## config.mk

```make
export PLATFORM = sky130hd
export DESIGN_NAME = tfdr_mul
export DESIGN_NICKNAME = d
export VERILOG_FILES = /design/src/sv/tfdr_pkg.sv /design/src/sv/tfdr_mul.sv
export SDC_FILE = /design/constraint.sdc
export NUM_CORES = 2
export LEC_CHECK = 0
export BUFFER_PORTS_ARGS = -buffer_cell sky130_fd_sc_hd__buf_4
export CELL_PAD_IN_SITES_DETAIL_PLACEMENT = 1
export CELL_PAD_IN_SITES_GLOBAL_PLACEMENT = 1
export CORE_ASPECT_RATIO = 1.25
export CORE_MARGIN = 8
export CORE_UTILIZATION = 45
export DETAILED_ROUTE_END_ITERATION = 16
export PLACE_DENSITY_LB_ADDON = 0.2
export SETUP_SLACK_MARGIN = 0.15
export SYNTH_ARGS = -nofsm -noshare
export SYNTH_HDL_FRONTEND = slang
export SYNTH_SLANG_ARGS = --single-unit
export TNS_END_PERCENT = 5
```

## constraint.sdc

```tcl
create_clock -name i_clk -period 8.8 [get_ports i_clk]
set_input_delay 1.76 -clock i_clk [delete_from_list [all_inputs] [get_ports i_clk]]
set_output_delay 1.76 -clock i_clk [all_outputs]
set_load 0.02 [all_outputs]
```

## src/sv/tfdr_pkg.sv

```systemverilog
// ----------------------------------------------------------------------------
// Two-fluid density relaxation package
// Shared constants, register codes and latency helpers for the relaxation
// datapath.
// ----------------------------------------------------------------------------
package tfdr_pkg;

    localparam int FRAC_BITS = 16;
    localparam int MUL_CHUNK = 16;
    localparam int CFG_IDX_W = 2;

    localparam logic [CFG_IDX_W-1:0] REG_ELC_MASS  = 2'd0;
    localparam logic [CFG_IDX_W-1:0] REG_ION_MASS  = 2'd1;
    localparam logic [CFG_IDX_W-1:0] REG_GAS_GAMMA = 2'd2;

    localparam logic [31:0] ELC_MASS_RST = 32'd2621;
    localparam logic [31:0] ION_MASS_RST = 32'd65536;

    // Stages of the chunked multiplier for a second operand of bw bits.
    function automatic int mul_lat(input int bw);
        return (bw + MUL_CHUNK - 1) / MUL_CHUNK;
    endfunction

    // Cycles from the new mass density to the finished species result.
    function automatic int sp_lat(input int w);
        return mul_lat(w - 1) + mul_lat(w) + 4 * w + 1;
    endfunction

endpackage

```

## src/sv/tfdr_mul.sv

```systemverilog
// ----------------------------------------------------------------------------
// Pipelined multiplier
// Unsigned product built from one 16-bit slice of the second operand per
// stage, accumulated down the pipeline.
// ----------------------------------------------------------------------------
module tfdr_mul #(
    parameter int AW = 32,
    parameter int BW = 32
) (
    input  logic             i_clk,
    input  logic             i_en,
    input  logic [AW-1:0]    i_a,
    input  logic [BW-1:0]    i_b,
    output logic [AW+BW-1:0] o_p
);

    localparam int CW = tfdr_pkg::MUL_CHUNK;
    localparam int NS = tfdr_pkg::mul_lat(BW);
    localparam int PW = NS * CW;
    localparam int RW = AW + BW;
    localparam int EW = AW + PW;

    logic [AW-1:0] r_a [NS-1];
    logic [PW-1:0] r_b [NS-1];
    logic [RW-1:0] r_p [NS];

    genvar k;
    generate
        for (k = 0; k < NS; k++) begin : g_stage
            logic [AW-1:0]    a_in;
            logic [PW-1:0]    b_in;
            logic [RW-1:0]    p_in;
            logic [AW+CW-1:0] pp;
            logic [EW-1:0]    pp_sh;

            if (k == 0) begin : g_first
                assign a_in = i_a;
                assign b_in = PW'(i_b);
                assign p_in = '0;
            end else begin : g_next
                assign a_in = r_a[k-1];
                assign b_in = r_b[k-1];
                assign p_in = r_p[k-1];
            end

            assign pp    = (AW+CW)'(a_in) * (AW+CW)'(b_in[k*CW +: CW]);
            assign pp_sh = EW'(pp) << (k * CW);

            always_ff @(posedge i_clk) begin
                if (i_en) begin
                    r_p[k] <= p_in + RW'(pp_sh);
                end
            end

            if (k < NS - 1) begin : g_pass
                always_ff @(posedge i_clk) begin
                    if (i_en) begin
                        r_a[k] <= a_in;
                        r_b[k] <= b_in;
                    end
                end
            end
        end
    endgenerate

    assign o_p = r_p[NS-1];

endmodule

```

==> Yosys cells after proc, flatten, opt, wreduce, memory -nomap -nowiden <==
Memory sizes are Yosys's and may differ from the RTL's.
Index checks and enable logic that the tools add are counted.
{ "word_totals": {"register_bits": 0, "ramBits": 192, "inputBits": 66, "out_inout_bits": 64, "wordCells": 8, "mem_count": 3} }
{ "op_classes": {"addsub": 1, "multipliers": 2, "mux": 2} }
{ "mem_list": {"columns": ["memory", "words", "word_bits", "read_ports", "rd_ports_with_merged_regs", "wr", "line", "text"], "rows": [
  ["r_p", 2, 64, 2, 0, 2, "tfdr_mul.sv:25", "logic [RW-1:0] r_p [NS];"],
  ["r_a", 1, 32, 1, 0, 1, "tfdr_mul.sv:23", "logic [AW-1:0] r_a [NS-1];"],
  ["r_b", 1, 32, 1, 0, 1, "tfdr_mul.sv:24", "logic [PW-1:0] r_b [NS-1];"]
]} }
{ "op_table": {"columns": ["cell", "n"], "rows": [
  ["32-bit by 16-bit multiplier with 48-bit output", 2],
  ["64-bit adder", 1],
  ["1-bit 2-to-1 mux", 2]
]} }

==> Depth between registers and ports, before layout <==
An unclocked memory read counts as a cell.
{ "depth": {"ltp_word": 3, "ltp_mapped": 34, "mapped_depth_nobuf": 32} }

==> Worst setup path before layout <==
OpenSTA, ideal clock, no wires.
{ "synth_path": {"kind": "in2reg", "startpoint": "input i_b[1]", "endpoint": "memory r_p[0][45] (netlist name) (data pin)", "setup_ns": 0.261, "t_arrival_ns": 7.611, "required_ns": 8.539, "setup_slack_ns": 0.928, "path_stages": 23, "n_path_buf": 1, "cell_sequence": "clkbuf_1 nand2_1 fa_1 inv_1 fa_1 inv_1 fa_1 inv_1 fa_1 inv_1 fa_1 inv_1 fa_1 ha_1 a21oi_1 o21ai_0 o41ai_1 a211oi_1 o21ai_0 nand2_1 a221oi_1 o211ai_1 a311o_1"} }
{ "synth_lines": {"columns": ["element", "line", "text"], "rows": [
  ["start: declaration", "tfdr_mul.sv:13", "input logic [BW-1:0] i_b,"],
  ["end: declaration", "tfdr_mul.sv:25", null]
]} }

==> impl_metrics.yaml <==
critical_path:
  crit_path_end_kind: "flip-flop"
  slowest_delay_ps: 580
  critPathRequiredTime_ps: 9030
  crit_buf_inv: 5
  critPathKind: "flip-flop to flip-flop"
  start_kind: "flip-flop"
  worstPathArrival_ps: 8550
  cp_max_fo: 6
  cpMaxStageDelayCell: "edfxtp_1"
  crit_path_frequent_cell: "fa_1"
  crit_family: "adder cells"
global_routing:
  grt_antenna_before_repair: 3
  grt_pass1_wl_mm: 184
  grt_max_degree: 75
  grt_overflow: 0
  grt_usage_pct: 24.4
  first_global_vias: 33500
run:
  drv_cap: 0
floorplanning:
  placementRows: 120
  die_area_sq_um: 96100
  io_pins: 130
  die_w_microns: 279
  core_area_sq_um: 85600
  die_h_microns: 345
  start_util_pct: 45.4
clock_network:
  htree_levels: 4
  clkSlewWorstSetupHoldPaths_ps: 70
  cts_tree: "yes"
  cts.root.buffer_cell: "clkbuf_16"
  clkSinkCount: 160
  cts-buffers-inserted: 17
  clkLatencyLatePin_ps: 500
  cts_buffer_depth: 2
  hold_buffers: 0
place:
  portBuffers: 129
  hpwlAfterDp_mm: 95.9
  gp_congestion: 0.869
synthesis:
  yosys_register_bits: 160
  synth_top_family_by_area: "adder cells"
  synth_compound_area_share_pct: 6.59
  avgSynthCellArea_sq_um: 9.25
  synth_warnings: 0
  synth.area.mux_share_pct: 0.106
  synthFlopType: "edfxtp_1"
  yosysUniqueCellTypes: 69
  synthSimpleGateAreaFrac_pct: 15.8
  async_flop_share_pct: 0
  syn_inst: 4200
  synthXorXnorAreaFrac_pct: 2.86
  synth_edf_count: 160
  ys_seq_area_share_pct: 12.4
  synthesis.nets: 5377
  yosys.area_share.adder_pct: 51.9
  synth.cell_area_sq_um: 38900
timing:
  max_freq_ghz: 0.120
  rsz0062_at_grt: "false"
  drv_slew: 0
  slew_headroom_pct: 41.2
  final.setup.tns_ps: 0
  hold_violations: 0
  worst_slew_pin_slew_ps: 883
  finClkSkew_ps: 14.7
  setup_viol: 0
  period_needed_ps: 8320
  post-route-period-util_pct: 94.5
min_path:
  hp-class: "flip-flop to flip-flop"
cells_and_area:
  fillCellCount: 9839
  syn2layout_area_growth_pct: 9.22
  drive_above_1_share_pct: 8.27
  nets: 5493
detailed_routing:
  drt_iter0_drc: 1318
  ant_nets: 0
  post_drt_wl_per_cell_microns: 20.8
  wirelength_mm: 113
  vias: 28900
  first_pass_iters: 5
  vias_per_cell: 5.32
  drc_errors: 0
outcome:
  status: "finished clean"
==> final cells by class <==
type	instances	area (sq um)	area share, %
Inverter	877	3290	7.75
Antenna cell	4	10.0	0.0236
Sequential cell	160	4800	11.3
Timing Repair Buffer	290	2270	5.36
Clock buffer	17	425	1.00
Clock inverter	15	151	0.357
Tap cell	1098	1370	3.24
Multi-Input combinational cell	2970	30100	71.0
==> final timing paths <==
check | start | end | slack [ps] | cells after the start
max | r_a[0][9]$_DFFE_PP_ | r_p[0][121]$_DFFE_PP_ | 480 | 29
min reg2reg | r_p[0][6]$_DFFE_PP_ | r_p[0][70]$_DFFE_PP_ | 420 | 0
max reg2reg | r_a[0][9]$_DFFE_PP_ | r_p[0][121]$_DFFE_PP_ | 480 | 29
min | r_p[0][6]$_DFFE_PP_ | r_p[0][70]$_DFFE_PP_ | 420 | 0
==> kinds of logic after synthesis <==
group / after synthesis
simple gates: 1336
fa+ha+maj: 1111
buf+inv: 1070
compound gates: 392
flops: 160
xor+xnor: 127
mux: 4
==> metal layers <==
metal / GRT usage [%] / vias to the layer above / wire length, microns
met5: 0 / - / 0
met3: 2.89 / 154 / 3890
li1: - / 12900 / -
met2: 44.4 / 541 / 59100
met4: 7.34 / 0 / 2840
met1: 30.2 / 15300 / 47300
==> what timing repair did <==
item,CTS,global route
gates resized for setup,0,18
endpoints found under the setup margin,0,17
setup buffers,0,23
==> through the flow <==
step	std cells	setup WS [ps]	cell area, sq um	util (%)	hold WS (ps)
floorplan	4200	928	38900	-	400
global placement	5372	141	41500	48.5	401
detailed placement	5372	70.2	41500	48.5	406
CTS	5404	313	42100	49.2	422
global route	5428	129	42400	49.6	426
finish	5431	484	42500	49.6	420
==> layout by cell type, fill, tap and decap left out, drive strengths merged, types with 44 or more instances in the layout <==
cell	n
edfxtp	160
fa	837
o21ai	70
a21o	69
nor2	68
nand2	816
and2	308
a21oi	130
xnor2	83
buf	290
xor2	44
ha	274
inv	883
==> synthesized netlist by cell type (4+ instances only) <==
| master | instances | area, sq um |
|---|---|---|
| inv_1 | 877 | 3290 |
| fa_1 | 837 | 16800 |
| nand2_1 | 816 | 3060 |
| and2_1 | 308 | 1930 |
| ha_1 | 274 | 3430 |
| clkbuf_1 | 182 | 683 |
| edfxtp_1 | 160 | 4800 |
| a21oi_1 | 130 | 651 |
| xnor2_1 | 83 | 727 |
| a21o_1 | 69 | 518 |
| nor2_1 | 68 | 255 |
| o21ai_0 | 66 | 330 |
| xor2_1 | 44 | 385 |
| nand4_1 | 28 | 175 |
| nand3_1 | 25 | 125 |
| nor3_1 | 17 | 85.1 |
| o21bai_1 | 16 | 120 |
| a211oi_1 | 14 | 105 |
| nor2b_1 | 13 | 81.3 |
| o21a_1 | 12 | 90.1 |
| buf_2 | 11 | 55.1 |
| nand2b_1 | 11 | 68.8 |
| o211ai_1 | 11 | 82.6 |
| a31oi_1 | 10 | 62.6 |
| and3_1 | 9 | 56.3 |
| nor4_1 | 9 | 56.3 |
| or2_2 | 8 | 50.1 |
| a211o_1 | 7 | 61.3 |
| a221oi_1 | 7 | 61.3 |
| a2111oi_0 | 5 | 43.8 |
| and4_1 | 4 | 35.0 |
| o2111ai_1 | 4 | 35.0 |
| o211a_1 | 4 | 40.0 |
==> state kept, by name (all words and copies together) (netlist names) <==
register / count
r_p: 112
r_b: 16
r_a: 32
Power is left out: the tool's default activity adds up to more than one toggle a clock period on the data nets, which glitch-free logic cannot reach.
